File: src/rtl/tpc_pkg.sv
// shared types and constants for the triangle plane clipper
`default_nettype none
package tpc_pkg;
    localparam int FRAC_BITS = 16;
    localparam int T_BITS = 30;
    localparam int D_W = 56;

    typedef struct packed {
        logic signed [31:0] x;
        logic signed [31:0] y;
        logic signed [31:0] z;
        logic signed [23:0] u;
        logic signed [23:0] v;
    } t_vtx;

    // one classified triangle handed from the front to the back
    typedef struct packed {
        t_vtx [2:0]      p;
        logic [2:0][D_W-1:0] dm;  // distance magnitudes
        logic [2:0]      pos;     // sign positive
        logic [1:0]      kind;
        logic [1:0]      sel;     // lone or zero vertex
    } t_tri;

    localparam logic [1:0] K_WHOLE = 2'd0;
    localparam logic [1:0] K_SPLIT3 = 2'd1;
    localparam logic [1:0] K_SPLIT2 = 2'd2;

    function automatic logic [1:0] nxt(input logic [1:0] i);
        return (i == 2'd2) ? 2'd0 : i + 2'd1;
    endfunction
endpackage
`default_nettype wire

File: src/rtl/tpc_back.sv
// edge cuts by restoring division and emission of output vertices
`default_nettype none
module tpc_back import tpc_pkg::*; (
    input  wire          i_clk,
    input  wire          i_rst_n,
    input  wire          i_valid,
    output logic         o_ready,
    input  wire  t_tri   i_tri,
    output logic         o_valid,
    input  wire          i_ready,
    output t_vtx         o_vtx,
    output logic         o_side,
    output logic [1:0]   o_corner,
    output logic         o_last
);
    localparam logic [2:0] S_IDLE = 3'd0;
    localparam logic [2:0] S_DIV = 3'd1;
    localparam logic [2:0] S_MUL = 3'd2;
    localparam logic [2:0] S_RND = 3'd3;
    localparam logic [2:0] S_EMIT = 3'd4;

    logic [2:0] r_state;
    t_tri r_t;
    logic [3:0] r_nv, r_vi;
    logic [4:0] r_bit;
    logic r_cut;         // which cut is being computed
    logic [2:0] r_fi;
    logic [D_W:0] r_r, r_s;
    logic [T_BITS-1:0] r_q;
    logic [1:0] r_ei, r_ej;
    t_vtx r_c [2];
    logic signed [63:0] r_prod;
    logic signed [32:0] r_base;
    logic r_ov;
    t_vtx r_ovx;
    logic r_oside, r_olast;
    logic [1:0] r_ocor;

    assign o_ready = (r_state == S_IDLE) && !r_ov;
    assign o_valid = r_ov;
    assign o_vtx = r_ovx;
    assign o_side = r_oside;
    assign o_corner = r_ocor;
    assign o_last = r_olast;

    logic [1:0] w_a, w_b;
    assign w_a = nxt(r_t.sel);
    assign w_b = nxt(w_a);

    function automatic logic signed [32:0] fld(input t_vtx v, input logic [2:0] f);
        logic signed [32:0] r;
        r = '0;
        case (f)
            3'd0: r = 33'(v.x);
            3'd1: r = 33'(v.y);
            3'd2: r = 33'(v.z);
            3'd3: r = 33'(v.u);
            default: r = 33'(v.v);
        endcase
        return r;
    endfunction

    // cut edges: split3 uses b->c then c->a, split2 uses a->b
    logic [1:0] w_i, w_j;
    always_comb begin
        if (r_t.kind == K_SPLIT2) begin
            w_i = w_a; w_j = w_b;
        end else if (!r_cut) begin
            w_i = w_b; w_j = r_t.sel;
        end else begin
            w_i = r_t.sel; w_j = w_a;
        end
    end

    // source of emitted vertex: 0..2 stored vertex, 3 cut0, 4 cut1
    logic [2:0] w_src;
    logic w_side;
    always_comb begin
        w_src = 3'd0;
        w_side = 1'b0;
        case (r_t.kind)
            K_WHOLE: begin
                w_src = {1'b0, r_vi[1:0]};
                w_side = (r_t.pos != 3'd0);
            end
            K_SPLIT3: begin
                w_side = (r_vi < 4'd6) ? r_t.pos[w_a] : r_t.pos[r_t.sel];
                case (r_vi)
                    4'd0, 4'd3: w_src = {1'b0, w_a};
                    4'd1: w_src = {1'b0, w_b};
                    4'd2, 4'd4, 4'd8: w_src = 3'd3;
                    4'd6: w_src = {1'b0, r_t.sel};
                    default: w_src = 3'd4;
                endcase
            end
            default: begin
                w_side = (r_vi < 4'd3) ? r_t.pos[w_a] : r_t.pos[w_b];
                case (r_vi)
                    4'd0, 4'd3: w_src = {1'b0, r_t.sel};
                    4'd1: w_src = {1'b0, w_a};
                    4'd5: w_src = {1'b0, w_b};
                    default: w_src = 3'd3;
                endcase
            end
        endcase
    end

    logic [D_W:0] w_r2;
    assign w_r2 = {r_r[D_W-1:0], 1'b0};
    logic signed [32:0] w_diff, w_res;
    assign w_diff = fld(r_t.p[w_j], r_fi) - fld(r_t.p[w_i], r_fi);
    assign w_res = r_base + 33'((r_prod + (64'sd1 <<< (T_BITS - 1))) >>> T_BITS);

    always_ff @(posedge i_clk) begin
        if (!i_rst_n) begin
            r_state <= S_IDLE;
            r_ov <= 1'b0;
        end else begin
            if (r_ov && i_ready && r_state != S_EMIT) r_ov <= 1'b0;
            unique case (r_state)
                S_IDLE: if (i_valid && !r_ov) begin
                    r_t <= i_tri;
                    r_vi <= 4'd0;
                    r_cut <= 1'b0;
                    r_nv <= (i_tri.kind == K_WHOLE) ? 4'd3 :
                            (i_tri.kind == K_SPLIT3) ? 4'd9 : 4'd6;
                    r_state <= (i_tri.kind == K_WHOLE) ? S_EMIT : S_DIV;
                    r_bit <= 5'd0;
                    r_q <= '0;
                    r_ei <= 2'd0;
                    r_ej <= 2'd0;
                end
                S_DIV: begin
                    if (r_bit == 5'd0 && r_ei == 2'd0) begin
                        r_r <= {1'b0, r_t.dm[w_i]};
                        r_s <= {1'b0, r_t.dm[w_i]} + {1'b0, r_t.dm[w_j]};
                        r_ei <= 2'd1;
                    end else begin
                        if (w_r2 >= r_s) begin
                            r_r <= w_r2 - r_s;
                            r_q <= {r_q[T_BITS-2:0], 1'b1};
                        end else begin
                            r_r <= w_r2;
                            r_q <= {r_q[T_BITS-2:0], 1'b0};
                        end
                        if (r_bit == 5'(T_BITS - 1)) begin
                            r_state <= S_MUL;
                            r_fi <= 3'd0;
                        end
                        r_bit <= r_bit + 5'd1;
                    end
                end
                S_MUL: begin
                    r_prod <= 64'(w_diff) * $signed({1'b0, r_q});
                    r_base <= fld(r_t.p[w_i], r_fi);
                    r_state <= S_RND;
                end
                S_RND: begin
                    case (r_fi)
                        3'd0: r_c[r_cut].x <= w_res[31:0];
                        3'd1: r_c[r_cut].y <= w_res[31:0];
                        3'd2: r_c[r_cut].z <= w_res[31:0];
                        3'd3: r_c[r_cut].u <= w_res[23:0];
                        default: r_c[r_cut].v <= w_res[23:0];
                    endcase
                    if (r_fi == 3'd4) begin
                        if (r_t.kind == K_SPLIT3 && !r_cut) begin
                            r_cut <= 1'b1;
                            r_bit <= 5'd0;
                            r_ei <= 2'd0;
                            r_q <= '0;
                            r_state <= S_DIV;
                        end else begin
                            r_state <= S_EMIT;
                        end
                    end else begin
                        r_fi <= r_fi + 3'd1;
                        r_state <= S_MUL;
                    end
                end
                S_EMIT: if (!r_ov || i_ready) begin
                    r_ov <= 1'b1;
                    r_ovx <= (w_src == 3'd3) ? r_c[0] :
                             (w_src == 3'd4) ? r_c[1] : r_t.p[w_src[1:0]];
                    r_oside <= w_side;
                    r_ocor <= r_ej;
                    r_olast <= (r_vi == r_nv - 4'd1);
                    r_ej <= (r_ej == 2'd2) ? 2'd0 : r_ej + 2'd1;
                    r_vi <= r_vi + 4'd1;
                    if (r_vi == r_nv - 4'd1) r_state <= S_IDLE;
                end
                default: r_state <= S_IDLE;
            endcase
        end
    end
endmodule
`default_nettype wire

File: config.mk
export PLATFORM = sky130hd
export DESIGN_NAME = tpc_back
export DESIGN_NICKNAME = d
export VERILOG_FILES = /design/src/rtl/tpc_pkg.sv /design/src/rtl/tpc_back.sv
export SDC_FILE = /design/constraint.sdc
export NUM_CORES = 2
export LEC_CHECK = 0
export BUFFER_PORTS_ARGS = -buffer_cell sky130_fd_sc_hd__buf_4
export CELL_PAD_IN_SITES_DETAIL_PLACEMENT = 0
export CELL_PAD_IN_SITES_GLOBAL_PLACEMENT = 1
export CORE_ASPECT_RATIO = 0.5
export CORE_MARGIN = 1.5
export CORE_UTILIZATION = 50
export DETAILED_ROUTE_END_ITERATION = 12
export PLACE_DENSITY_LB_ADDON = 0.1
export SYNTH_ARGS = -nofsm -noshare
export SYNTH_HDL_FRONTEND = slang
export SYNTH_SLANG_ARGS = --single-unit
File: constraint.sdc
create_clock -name i_clk -period 19.8 [get_ports i_clk]
set_input_delay 0.99 -clock i_clk [delete_from_list [all_inputs] [get_ports i_clk]]
set_output_delay 0.99 -clock i_clk [all_outputs]
set_load 0.05 [all_outputs]
==> results.ini <==
[outcome]
outcome = completed

[logic_synthesis]
netlist.area_leader.share_pct = 38.1
ys_types = 81
synth_fp_nets = 11500
yosysTopAreaCell = edfxtp_1
syn_area_per_cell_um2 = 10.6
synth_warnings = 0
synth.cell_area_um2 = 100000
synth_commonest_cells = 1,378 x nand2_1, 1,271 x edfxtp_1, 1,009 x fa_1
ys_top_cells_by_area = edfxtp_1 38%, fa_1 20%, nand2_1 5.2%, ha_1 4.8%, mux2i_1 4.5%
synth_ff_type = edfxtp_1
yosysMostFrequentCell = nand2_1
synth-edff-count = 1271
synthCells = 9471
ys_ff_latch = 1275
synth_seq_area_share_pct = 38.1
async_flop_share_pct = 0

[clocking]
htree_levels = 4
ctsLongestPathBuffers = 3
cts_tree = done
cts-resized-gates = 0
cts-root-buf = clkbuf_16
clock_sinks = 1275
clk_pin_slew_ns = 0.06
holdBufCountCts = 0
cts_inserted_buffers = 130
clock_latency_ns = 0.82
post_cts_buffers = 0

[sta]
hold_viol = 0
skew_ns = 0.0345
finalSetupViolations = 0
worst_slew_pin_slew_ns = 1.38
final.min_clock_period_ns = 16.27
slew_headroom_pct = 5.28
fin_ws_ns = 3.53
fmax_ghz = 0.0614
report.final.slew_viol_count = 0
rsz0062_at_grt = false
holdWs_ns = 0.340
fin_crit_sh_pct = 82.2
setup-tns-final_ns = 0

[setup_path]
cp_max_fo = 128
r2r_end = r_prod[61]
r2r-start = r_t[3]
worstPathArrival_ns = 16.82
cp.required_ns = 20.34
slowest_stage = o311ai_4
r2r_cells = 47
crit_top_cell = fa_1
cp-start-kind = flip-flop
critPathKind = flip-flop to flip-flop
reg2reg_slack_ns = 3.53
cpPeakStageDelay_ns = 0.76
crit_path_end_kind = flip-flop

[global_routing]
grtUsageTotal_pct = 36.1
grt_pass1_vias = 75400
grt_overflow = 0
antenna_found_initial = 20
grt_pass1_wl_um = 529000
grt_max_degree = 194

[placement]
place.port_buffers = 760
place_hpwl_um = 270000
finalWeightedCongestion = 0.963
place_ws_ns = 3.87
place_inst = 12400

[finish]
fillers = 17200
fin_nets = 11900
area_growth_pct = 12.6
instances_no_fill = 12700
drive_above_1_share_pct = 12.1

[floorplan]
die_y_um = 320
boundaryPins = 761
coreArea_um2 = 198000
rows = 115
dieWidth_um = 636
start_util_pct = 50.6
dieArea_um2 = 203000

[routing]
wirelength_um = 372000
routedWlPerCell_um = 29.4
antenna_left = 0
drtIter0Drc = 7976
drtPass1Iterations = 6
avgViaCountPerCell = 6.07
route.vias.total = 76800
drc = 0

[worst_hold_path]
hold_end = r_t[403]
min-delay-start = i_tri[403]
hp-class = primary input to flip-flop
min_path_cells = 1

[job]
drv_cap = 0

==> cell type report <==
| type | count | area, µm² | share of cell area [%] |
|---|---|---|---|
| antenna | 11 | 27.5 | 0.0244 |
| clock buffer | 158 | 3400 | 3.01 |
| clock inverter | 73 | 706 | 0.625 |
| inverter | 991 | 3720 | 3.29 |
| multi-input combinational | 6596 | 56500 | 50.1 |
| sequential | 1275 | 38200 | 33.9 |
| tap | 2632 | 3290 | 2.92 |
| timing repair buffer | 925 | 6980 | 6.18 |
==> per-layer routing <==
layer  share of wire (%)  global-route usage, %  wire, µm  vias up
met1                  38                   45.6    142000    39000
met5              0.0073                      0        27        -
met3                 7.0                   4.89     26200      839
met4                 7.2                   22.0     26600        4
met2                  48                   59.4    177000     3608
li1                    -                      -         -    33400
==> critical path, delay by kind of cell (launching register included) <==
kind	cells	cell delay, ns
compound gates	18	5.47
xor+xnor	1	0.34
fa+ha+maj	10	4.71
buf+inv	8	2.72
flops	1	0.48
mux	2	0.51
simple gates	8	1.52
==> cells in the final DEF, fill, tap and decap left out, types with 76 or more instances in the layout <==
master / n
fa_1: 1009
a21o_1: 110
mux2i_1: 455
inv_1: 988
o21ai_0: 479
xnor2_1: 160
clkbuf_16: 132
xor2_1: 76
nor2_1: 245
a31oi_1: 125
ha_1: 377
and3_1: 84
buf_4: 922
edfxtp_1: 1271
nand2_1: 1373
o22ai_1: 129
nand3_1: 157
and2_1: 492
o211ai_1: 161
a21oi_1: 300
==> sequential cells by signal (all words and copies together) (netlist names) <==
signal and count:
o_valid 1, o_corner 2, r_ei 1, r_base 32
r_r 56, o_vtx 144, r_state 3, r_ej 2
r_c 288, r_cut 1, r_q 30, r_bit 5
r_s 57, o_side 1, r_prod 33, o_last 1
r_vi 4, r_fi 3, r_nv 4, r_t 607
==> cells by family after synthesis <==
| group | synth area share [%] |
|---|---|
| and+or+nand+nor | 13.5 |
| AOI/OAI and AO/OA | 10.5 |
| buffers and inverters | 6.02 |
| adders and majority gates | 24.9 |
| DFF | 38.1 |
| muxes | 4.62 |
| xor gates and xnor gates | 2.29 |
==> worst max path at each step <==
stage	startpoint	to
CTS	r_t[3]	r_prod[61]
finish	r_t[3]	r_prod[61]
global route	r_t[3]	r_prod[61]
floorplan	r_state[1]	r_nv[0]
detailed placement	r_t[2]	r_prod[61]
global placement	r_t[2]	r_prod[61]
==> per-stage QoR <==
step / instance area [µm²] / utilization [%]
floorplan: 100000 / -
global placement: 109000 / 54.9
detailed placement: 109000 / 54.9
CTS: 113000 / 57.0
global route: 113000 / 57.0
finish: 113000 / 57.0
Power is left out: the tool's default activity adds up to more than one toggle a clock period on the data nets, which glitch-free logic cannot reach.
