## src/rtl/tpc_pkg.sv

```systemverilog
// shared types and constants for the triangle plane clipper
`default_nettype none
package tpc_pkg;
    localparam int FRAC_BITS = 16;
    localparam int T_BITS = 30;
    localparam int D_W = 56;

    typedef struct packed {
        logic signed [31:0] x;
        logic signed [31:0] y;
        logic signed [31:0] z;
        logic signed [23:0] u;
        logic signed [23:0] v;
    } t_vtx;

    // one classified triangle handed from the front to the back
    typedef struct packed {
        t_vtx [2:0]      p;
        logic [2:0][D_W-1:0] dm;  // distance magnitudes
        logic [2:0]      pos;     // sign positive
        logic [1:0]      kind;
        logic [1:0]      sel;     // lone or zero vertex
    } t_tri;

    localparam logic [1:0] K_WHOLE = 2'd0;
    localparam logic [1:0] K_SPLIT3 = 2'd1;
    localparam logic [1:0] K_SPLIT2 = 2'd2;

    function automatic logic [1:0] nxt(input logic [1:0] i);
        return (i == 2'd2) ? 2'd0 : i + 2'd1;
    endfunction
endpackage
`default_nettype wire

```

## src/rtl/tpc_queue.sv

```systemverilog
// two-entry triangle queue between front and back
`default_nettype none
module tpc_queue import tpc_pkg::*; (
    input  wire         i_clk,
    input  wire         i_rst_n,
    input  wire         i_valid,
    output logic        o_ready,
    input  wire  t_tri  i_tri,
    output logic        o_valid,
    input  wire         i_ready,
    output t_tri        o_tri
);
    t_tri r_mem [2];
    logic r_wp, r_rp;
    logic [1:0] r_cnt;
    logic w_push, w_pop;

    assign o_ready = (r_cnt != 2'd2);
    assign o_valid = (r_cnt != 2'd0);
    assign o_tri = r_mem[r_rp];
    assign w_push = i_valid && o_ready;
    assign w_pop = o_valid && i_ready;

    always_ff @(posedge i_clk) begin
        if (!i_rst_n) begin
            r_wp <= 1'b0;
            r_rp <= 1'b0;
            r_cnt <= 2'd0;
        end else begin
            if (w_push) begin
                r_mem[r_wp] <= i_tri;
                r_wp <= ~r_wp;
            end
            if (w_pop) r_rp <= ~r_rp;
            r_cnt <= r_cnt + {1'b0, w_push} - {1'b0, w_pop};
        end
    end
endmodule
`default_nettype wire

```

## config.mk

```make
export PLATFORM = sky130hd
export DESIGN_NAME = tpc_queue
export DESIGN_NICKNAME = d
export VERILOG_FILES = /design/src/rtl/tpc_pkg.sv /design/src/rtl/tpc_queue.sv
export SDC_FILE = /design/constraint.sdc
export NUM_CORES = 1
export LEC_CHECK = 0
export ABC_AREA = 1
export BUFFER_PORTS_ARGS = -buffer_cell sky130_fd_sc_hd__buf_2
export CAP_MARGIN = 20
export CORE_AREA = 2 2 475 477
export CTS_CLUSTER_SIZE = 25
export DETAILED_ROUTE_END_ITERATION = 10
export DIE_AREA = 0 0 477 479
export PLACE_DENSITY = 0.35
export REMOVE_ABC_BUFFERS = 1
export SLEW_MARGIN = 15
export SYNTH_ARGS = -nofsm -noshare
export SYNTH_HDL_FRONTEND = slang
export SYNTH_SLANG_ARGS = --single-unit
export TNS_END_PERCENT = 10
```

## constraint.sdc

```tcl
create_clock -name i_clk -period 37 [get_ports i_clk]
set_input_delay 1.85 -clock i_clk [delete_from_list [all_inputs] [get_ports i_clk]]
set_output_delay 1.85 -clock i_clk [all_outputs]
set_load 0.05 [all_outputs]
```

==> results of run 1 <==
-- state kept, by name (all words and copies together) (netlist names), named ones only --
signal	count
r_rp	1
r_wp	1
r_cnt	2
r_mem	1214
-- layout make-up --
class | instances | area (um2) | share of cell area
clock inverters | 78 | 759.5 | 0.01282
inverters | 9 | 41.29 | 0.0006972
well taps | 2992 | 3744 | 0.06321
multi-input cells | 632 | 7826 | 0.1322
diodes | 27 | 67.56 | 0.001141
flip-flops and latches | 1219 | 36560 | 0.6173
repair buffers | 1246 | 6354 | 0.1073
clock buffers | 181 | 3870 | 0.06535
-- metrics by stage --
step | power [uW] | setup slack, ps | utilization | hold WS [ps] | cells
final | 4406 | 30510 | 0.2649 | 498.3 | 6384
after detailed placement | 3062 | 31210 | 0.2439 | 487.7 | 6098
after global routing | 4584 | 30180 | 0.2647 | 520.4 | 6370
after floorplan | 3023 | 8376 | - | 467.5 | 1860
after CTS | 4497 | 30330 | 0.2646 | 501.2 | 6357
after global placement | 3063 | 31250 | 0.2439 | 482.0 | 6098
-- worst max path at each step --
stage,endpoint,depth (start not counted)
final,o_tri[337],5
after global routing,o_tri[171],5
after CTS,o_tri[82],5
after detailed placement,o_tri[337],5
after global placement,o_tri[187],5
after floorplan,r_mem[1][0]$_DFFE_PP_,2
-- cell families (layout without fill, tap and decap cells) --
| family | after synthesis | count (layout) |
|---|---|---|
| flops | 1219 | 1219 |
| mux | 607 | 607 |
| buf+inv | 77 | 1514 |
| simple gates | 20 | 20 |
| compound gates | 3 | 3 |
| fa+ha+maj | 2 | 2 |
| other cells | 0 | 27 |
-- metal layers --
metal	wire (um)	part of all wire	track usage	vias to the layer above
li1	-	-	-	10423
met1	56230	0.36	0.1359	11881
met2	79320	0.51	0.2331	1059
met3	16840	0.11	0.06907	407
met4	4076	0.026	0.03609	82
met5	499	0.0032	0	-
-- critical path, stage by stage, from the launching register on --
cell     delay [ps]
dfxtp_4         750
buf_4           690
buf_4           770
buf_4           870
mux2_2          430
buf_2           220
-- power breakdown --
part           switching, uW  internal, uW  total (uW)
registers               34.7          1660        1690
clock network            591           809        1400
logic                    956           358        1310
total                   1580          2820        4410
-- cells in the final DEF, fill, tap and decap left out, types with 7 or more instances in the layout --
master / synthesis / final
buf_2: 41 / 1219
buf_4: 0 / 23
bufinv_16: 0 / 9
clkbuf_1: 0 / 31
clkbuf_16: 0 / 150
clkinv_1: 0 / 36
clkinv_2: 0 / 14
diode_2: 0 / 27
edfxtp_1: 1214 / 1214
inv_1: 9 / 8
mux2_2: 377 / 377
mux2_4: 230 / 230
nand2_1: 10 / 10
nor2_1: 8 / 7
==> results.json, run 1 <==
{
  "post_cts_buffers": 0,
  "portBuffers": 1219,
  "yosys.area.top_type": "edfxtp_1",
  "drive_gt1_frac": 0.6086,
  "synth_edf_count": 1214,
  "dieHeight_um": 479,
  "syn_area_um2": 44920,
  "status": "complete, no violations",
  "arrival_ps": 4640,
  "gp_congestion": 0.8122,
  "yosys.area.top_type_share": 0.8116,
  "post-route-drc-count": 0,
  "fmax_ghz": 0.1541,
  "power.leakage_uw": 0.02149,
  "vdd_ir_drop_max_mv": 0.04175,
  "die_area_um2": 228500,
  "cts_max_level": 4,
  "end_kind": "output port",
  "hold_viol": 0,
  "viasPerCell": 3.736,
  "ff2ff_path_depth": 7,
  "rrSetupSlack_ps": 33080,
  "synth_compound_area_frac": 0.0003900,
  "grt_max_degree": 134,
  "worstMarginPinSlew_ps": 1016,
  "period_minus_slack_ps": 6491,
  "reg2reg_from": "r_cnt[0]$_SDFF_PN0_",
  "grt_use_total": 0.1321,
  "synth_simple_gate_area_share": 0.001727,
  "final.setup.tns_ps": 0,
  "antenna_found_initial": 149,
  "synthMuxAreaShare": 0.1714,
  "cap_violations": 0,
  "synth_fa_ha_area_frac": 0.0005571,
  "drtIter0Drc": 1225,
  "holdPathStages": 2,
  "synth_common_cells": "edfxtp_1 (1214), mux2_2 (377), mux2_4 (230)",
  "fillers": 22887,
  "area_growth_syn_to_layout_pct": 31.84,
  "synth_xor_area_frac": 0,
  "power.density_nw_per_um2": 74.40,
  "io_pins": 1220,
  "critPathLaunchType": "register",
  "clk_pin_slew_ps": 60,
  "fp.dieW_um": 477,
  "netlist_instances": 1928,
  "start_util": 0.2009,
  "final_area_um2": 59220,
  "layout.nets": 3870,
  "cts_root_buf": "clkbuf_16",
  "cts_buffer_depth": 3,
  "insertion_delay_ps": 780,
  "rsz0062_at_grt": "no",
  "ys.flop_type": "edfxtp_1",
  "synth_area_leaders": "edfxtp_1 (81%), mux2_2 (9.5%), mux2_4 (7.7%)",
  "slew_headroom": 0.3228,
  "drt_first_pass_iters": 4,
  "cts_hold_buf": 0,
  "synthArstFlopShare": 0,
  "coreArea_um2": 223600,
  "fin_crit_sh": 0.1754,
  "worstSetupPathType": "register to output port",
  "final_max_slew_viol_count": 0,
  "routed_wirelength_um": 157000,
  "synthDistinctLibCells": 14,
  "vias": 23852,
  "rows": 174,
  "cp.required_ps": 35150,
  "grt_pass1_wl_um": 209900,
  "ys_warn_count": 0,
  "setup_viol": 0,
  "ys_ff_latch": 1219,
  "post_cts_resize_count": 0,
  "synth.avg_cell_area_um2": 23.30,
  "wl_per_cell_um": 24.59,
  "finClkSkew_ps": 23.40,
  "hpwl_um": 115800,
  "synth_seq_area_share": 0.8138,
  "place_area_um2": 54520,
  "synth_most_common_cell": "edfxtp_1",
  "cts.sinks": 1219,
  "drtAntennaViolNets": 0,
  "hp-start": "r_rp$_SDFFE_PN0P_",
  "cts_tree": "done",
  "grt_pass1_vias": 25293,
  "crit_fanout": 77,
  "gr-total-overflow": 0,
  "timing.rr.end": "r_mem[1][309]$_DFFE_PP_",
  "cts_buffers": 149,
  "hp-class": "register to register",
  "synth_top_family_by_area": "multiplexers"
}
Note: power is estimated with default switching activity, not from simulation.
==> run 2, diff against run 1 <==
==> constraint.sdc (replaced) <==
create_clock -name i_clk -period 6.3 [get_ports i_clk]
set_input_delay 0.315 -clock i_clk [delete_from_list [all_inputs] [get_ports i_clk]]
set_output_delay 0.315 -clock i_clk [all_outputs]
set_load 0.05 [all_outputs]
==> run 2 against run 1 <==
Via count grew 8.5%. Hold slack worse by 250 ps. Sequential power grew to 5.9 times the previous value. Critical path depth is 1 lower. Utilization increased by 2.8 points. Non-clock buffer count up 613. Global-route usage is 0.21 points higher. Largest power group unchanged.
==> results.json, run 2 (synthesis gave the netlist of run 1 again) <==
{
  "setup_viol": 0,
  "dieHeight_um": 479,
  "gr-total-overflow": 0,
  "largestRegisters": "r_mem (1214), r_cnt (2)",
  "grt_pass1_vias": 28149,
  "vias": 25886,
  "cp_top_family": "buffers and inverters",
  "wl_met2_um": 77680,
  "cp_slowest_stage_delay_ps": 840,
  "cts_buffer_depth": 3,
  "status": "complete, no violations",
  "drtIter0Drc": 1260,
  "gp_congestion": 0.8190,
  "hp-class": "input port to register",
  "viasPerCell": 3.690,
  "grt_max_degree": 137,
  "start_util": 0.2009,
  "final_core_util": 0.2931,
  "layout_commonest_cell": "buf_2",
  "cap_violations": 0,
  "cts_buffers": 155,
  "highest-signal-layer": "met5",
  "regMostFlops": "r_mem",
  "final_cell_mix": "buf_2 (1219), edfxtp_1 (1214), dlygate4sd3_1 (610), mux2_2 (377), mux2_4 (230)",
  "post_cts_resize_count": 0,
  "cts_tree": "done",
  "worstSetupPathType": "register to output port",
  "arrival_ps": 3420,
  "power.density_nw_per_um2": 400.5,
  "cts_max_level": 4,
  "layout.nets": 4489,
  "cp.required_ps": 5980,
  "cp_slowest_cell": "dfxtp_4",
  "vdd_ir_drop_max_mv": 0.2582,
  "dr_wl_met3_um": 12530,
  "insertion_delay_ps": 780,
  "grt_use_total": 0.1342,
  "cts.sinks": 1219,
  "grt_pass1_wl_um": 217500,
  "fp.dieW_um": 477,
  "final.setup.tns_ps": 0,
  "crit_fanout": 103,
  "io_pins": 1220,
  "period_minus_slack_ps": 3734,
  "die_area_um2": 228500,
  "rsz0062_at_grt": "no",
  "wl_per_cell_um": 22.66,
  "portBuffers": 1219,
  "cp_cell_sequence": "buf_12 -> buf_16 -> mux2_2 -> buf_2",
  "final_max_slew_viol_count": 0,
  "post-route-drc-count": 0,
  "finClkSkew_ps": 31.12,
  "hold_viol": 0,
  "end_kind": "output port",
  "area_growth_syn_to_layout_pct": 45.92,
  "largest_register_ff_count": 1214,
  "drtAntennaViolNets": 0,
  "rows": 174,
  "power.leakage_uw": 0.02410,
  "hpwl_um": 116000,
  "drive_gt1_frac": 0.5137,
  "coreArea_um2": 223600,
  "antenna_found_initial": 58,
  "routed_wirelength_um": 159000,
  "worstMarginPinSlew_ps": 972.7,
  "drt_first_pass_iters": 5,
  "fin_crit_sh": 0.5926,
  "fmax_ghz": 0.2678,
  "slew_headroom": 0.3515,
  "cts_root_buf": "clkbuf_16",
  "clk_pin_slew_ps": 50,
  "critPathLaunchType": "register",
  "wl_met1_um": 63560,
  "critPathBufInv": 3
}
## run 2: cell count changes in the layout (fill, tap and decap cells not counted), moves of 7 or more
cell | previous run | this run
clkbuf_16 | 150 | 157
clkbuf_1 | 31 | 39
buf_4 | 23 | 14
buf_12 | 4 | 15
dlygate4sd3_1 | 0 | 610
## run 2: per-stage QoR
| step | cells | hold slack (ps) | area [um2] | total power [uW] | worst slack, ps |
|---|---|---|---|---|---|
| after floorplan | 1860 | 408.5 | 44410 | 15840 | -21290 |
| after global placement | 6100 | 491.9 | 54680 | 18050 | 3436 |
| after detailed placement | 6100 | 494.1 | 54680 | 18040 | 3434 |
| after CTS | 6982 | 140.9 | 65430 | 26760 | 2500 |
| after global routing | 7005 | 179.0 | 65520 | 27330 | 2339 |
| final | 7016 | 252.4 | 65540 | 26250 | 2566 |
## run 2: final timing paths
kind,startpoint,end,depth (start not counted),slack [ps]
setup / recovery,register,o_tri[291],4,2570
hold / removal,i_tri[319],r_mem[1][319]$_DFFE_PP_,2,250
setup reg to reg,r_cnt[0]$_SDFF_PN0_,r_mem[0][229]$_DFFE_PP_,5,3540
hold reg to reg,r_rp$_SDFFE_PN0P_,register,2,520
## run 2: report_power, final
| group | internal [uW] | total (uW) | switching, uW |
|---|---|---|---|
| sequential | 9730 | 9940 | 208 |
| clock | 4700 | 8150 | 3450 |
| combinational | 2390 | 8150 | 5770 |
| total | 16800 | 26200 | 9430 |
## run 2: per-layer routing
metal,vias up,track usage
li1,11687,-
met1,12935,0.1549
met2,978,0.2260
met3,272,0.04992
met4,14,0.05037
met5,-,0
## run 2: area by class of cell
class | count | area, um2
fill | 22610 | 158000
sequential | 1219 | 36560
timing repair buffer | 1859 | 12640
multi-input combinational | 632 | 7826
clock buffer | 196 | 4075
tap | 2992 | 3744
clock inverter | 76 | 576.8
antenna | 33 | 82.58
inverter | 9 | 41.29
## run 2: timing repair
item / CTS / global route
endpoints found under the setup margin: 0 / 0
setup buffers: 0 / 0
hold buffers: 610 / 0
endpoints found under the hold margin: 1219 / 0
==> run 3, diff against run 2 <==
--- a/config.mk
+++ b/config.mk
@@ -8,11 +8,11 @@
 export ABC_AREA = 1
 export BUFFER_PORTS_ARGS = -buffer_cell sky130_fd_sc_hd__buf_2
 export CAP_MARGIN = 20
-export CORE_AREA = 2 2 475 477
+export CORE_AREA = 2 2 471 473
 export CTS_CLUSTER_SIZE = 25
 export DETAILED_ROUTE_END_ITERATION = 10
-export DIE_AREA = 0 0 477 479
-export PLACE_DENSITY = 0.35
+export DIE_AREA = 0 0 473 475
+export PLACE_DENSITY = 0.36
 export REMOVE_ABC_BUFFERS = 1
 export SLEW_MARGIN = 15
 export SYNTH_ARGS = -nofsm -noshare
==> constraint.sdc (replaced) <==
create_clock -name i_clk -period 3.05 [get_ports i_clk]
set_input_delay 0.1525 -clock i_clk [delete_from_list [all_inputs] [get_ports i_clk]]
set_output_delay 0.1525 -clock i_clk [all_outputs]
set_load 0.05 [all_outputs]
==> run 3 against run 2 <==
Sequential share of layout area decreased by 0.84 points. Worst setup slack got worse by 2400 ps. Total power increased by 110%. Non-clock buffer count increased by 116. Count of clock-buffer cells in the layout decreased by 3. Final area increased by 1.5%. Register-to-register slack got worse by 2700 ps. Die area decreased by 1.7%. Global-route usage decreased by 0.10 points. Sequential power increased by 110%. Flip-flop and latch count unchanged. Clock skew increased by 6.4 ps. Critical endpoint is now o_tri[283].
==> results.json, run 3 (synthesis gave the netlist of run 1 again) <==
{
  "rsz0062_at_grt": "no",
  "multi_input_area_um2": 7826,
  "post-route-drc-count": 0,
  "setup_viol": 0,
  "io_pins": 1220,
  "grt_pass1_vias": 27870,
  "fp.dieW_um": 473,
  "regArea_um2": 36560,
  "largest_register_ff_count": 1214,
  "cts_buffers": 148,
  "worstSetupPathType": "register to output port",
  "status": "complete, no violations",
  "fin_crit_sh": 0.9360,
  "fillers": 21983,
  "period_minus_slack_ps": 2855,
  "cp_slowest_stage_delay_ps": 540,
  "routed_wirelength_um": 156100,
  "area_growth_syn_to_layout_pct": 48.15,
  "wl_per_cell_um": 22.35,
  "rows": 172,
  "worstMarginPinSlew_ps": 678.1,
  "grt_use_total": 0.1332,
  "final_max_slew_viol_count": 0,
  "layout_commonest_cell": "buf_2",
  "insertion_delay_ps": 790,
  "largestRegisters": "r_mem (1214), r_cnt (2)",
  "post_cts_resize_count": 0,
  "crit_top_cell": "buf_12",
  "dieHeight_um": 475,
  "final_area_um2": 66540,
  "cts_buffer_depth": 3,
  "hpwl_um": 114800,
  "final.setup.tns_ps": 0,
  "place_area_um2": 54980,
  "drtAntennaViolNets": 0,
  "viasPerCell": 3.741,
  "grt_max_degree": 89,
  "cts_tree": "done",
  "grt_pass1_wl_um": 212300,
  "antenna_found_initial": 51,
  "finClkSkew_ps": 37.49,
  "gp_congestion": 0.7679,
  "power.leakage_uw": 0.02462,
  "final_cell_mix": "buf_2 (1219), edfxtp_1 (1214), dlygate4sd3_1 (697), mux2_2 (377), mux2_4 (230)",
  "final_core_util": 0.3037,
  "p_total_uw": 54310,
  "power.density_nw_per_um2": 816.2,
  "clk_pin_slew_ps": 60,
  "cp.required_ps": 2900,
  "holdWs_ps": 98.78,
  "drt_first_pass_iters": 4,
  "critPathLaunchType": "register",
  "drtIter0Drc": 1184,
  "cts_max_level": 4,
  "gr-total-overflow": 0,
  "rrSetupSlack_ps": 890,
  "start_util": 0.2050,
  "portBuffers": 1219,
  "drive_gt1_frac": 0.5068,
  "cap_violations": 0,
  "arrival_ps": 2700,
  "regMostFlops": "r_mem",
  "cts.sinks": 1219,
  "vias": 26130,
  "end_kind": "output port",
  "crit_fanout": 36,
  "layout.nets": 4598,
  "cp_cell_sequence": "buf_12 -> buf_12 -> mux2_2 -> buf_2",
  "hold_viol": 0,
  "hp-class": "input port to register",
  "die_area_um2": 224700,
  "slew_headroom": 0.5479,
  "fmax_ghz": 0.3503,
  "post_cts_buffers": 0,
  "vdd_ir_drop_max_mv": 0.5610,
  "cts_root_buf": "clkbuf_16",
  "coreArea_um2": 219100,
  "cp_slowest_cell": "dfxtp_4"
}
-- run 3: cell count changes in the layout (fill, tap and decap cells not counted), sizes merged --
cell,previous run,this run
buf,1249,1278
bufinv,3,5
clkbuf,196,193
clkinv,65,57
diode,33,17
dlygate4sd3,610,697
inv,16,14
-- run 3: final cells by class --
| class | count | share of cell area |
|---|---|---|
| repair buffers | 1975 | 0.2094 |
| inverters | 9 | 0.0006205 |
| well taps | 2871 | 0.05398 |
| flip-flops and latches | 1219 | 0.5494 |
| clock buffers | 193 | 0.05915 |
| multi-input cells | 632 | 0.1176 |
| clock inverters | 68 | 0.009195 |
| diodes | 17 | 0.0006393 |
-- run 3: routing by layer --
| metal | vias up | wire [um] | GRT usage |
|---|---|---|---|
| met1 | 13060 | 62920 | 0.1556 |
| met3 | 230 | 13360 | 0.05310 |
| met5 | - | 122 | 0 |
| li1 | 11894 | - | - |
| met4 | 20 | 3031 | 0.03271 |
| met2 | 926 | 76660 | 0.2271 |
-- run 3: worst paths after layout --
check,start,end,depth (start not counted)
setup / recovery,register,o_tri[283],4
hold / removal,i_tri[307],r_mem[1][307]$_DFFE_PP_,2
setup reg to reg,r_cnt[0]$_SDFF_PN0_,r_mem[0][162]$_DFFE_PP_,6
hold reg to reg,r_rp$_SDFFE_PN0P_,r_rp$_SDFFE_PN0P_,2
-- run 3: timing repair --
action                                 in CTS  in global routing
endpoints found under the hold margin    1221                  0
hold buffers                              697                  0
setup endpoints to repair                   0                  0
-- run 3: through the flow --
stage	std cells	setup slack [ps]
2_1_floorplan	1860	-24540
3_3_place_gp	6009	821.2
3_5_place_dp	6009	888.0
4_1_cts	6967	9.711
5_1_grt	6978	29.55
6_report	6984	195.3
-- run 3: power breakdown --
part           switching, uW  total (uW)  internal, uW
combinational          12100       17300          5190
clock                   7050       16600          9550
sequential               302       20400         20100
-- run 3: critical path: cells and delay by family (launching register included) --
kind / cells / cell delay, ps
buffers and inverters: 3 / 840
DFF: 1 / 540
muxes: 1 / 440
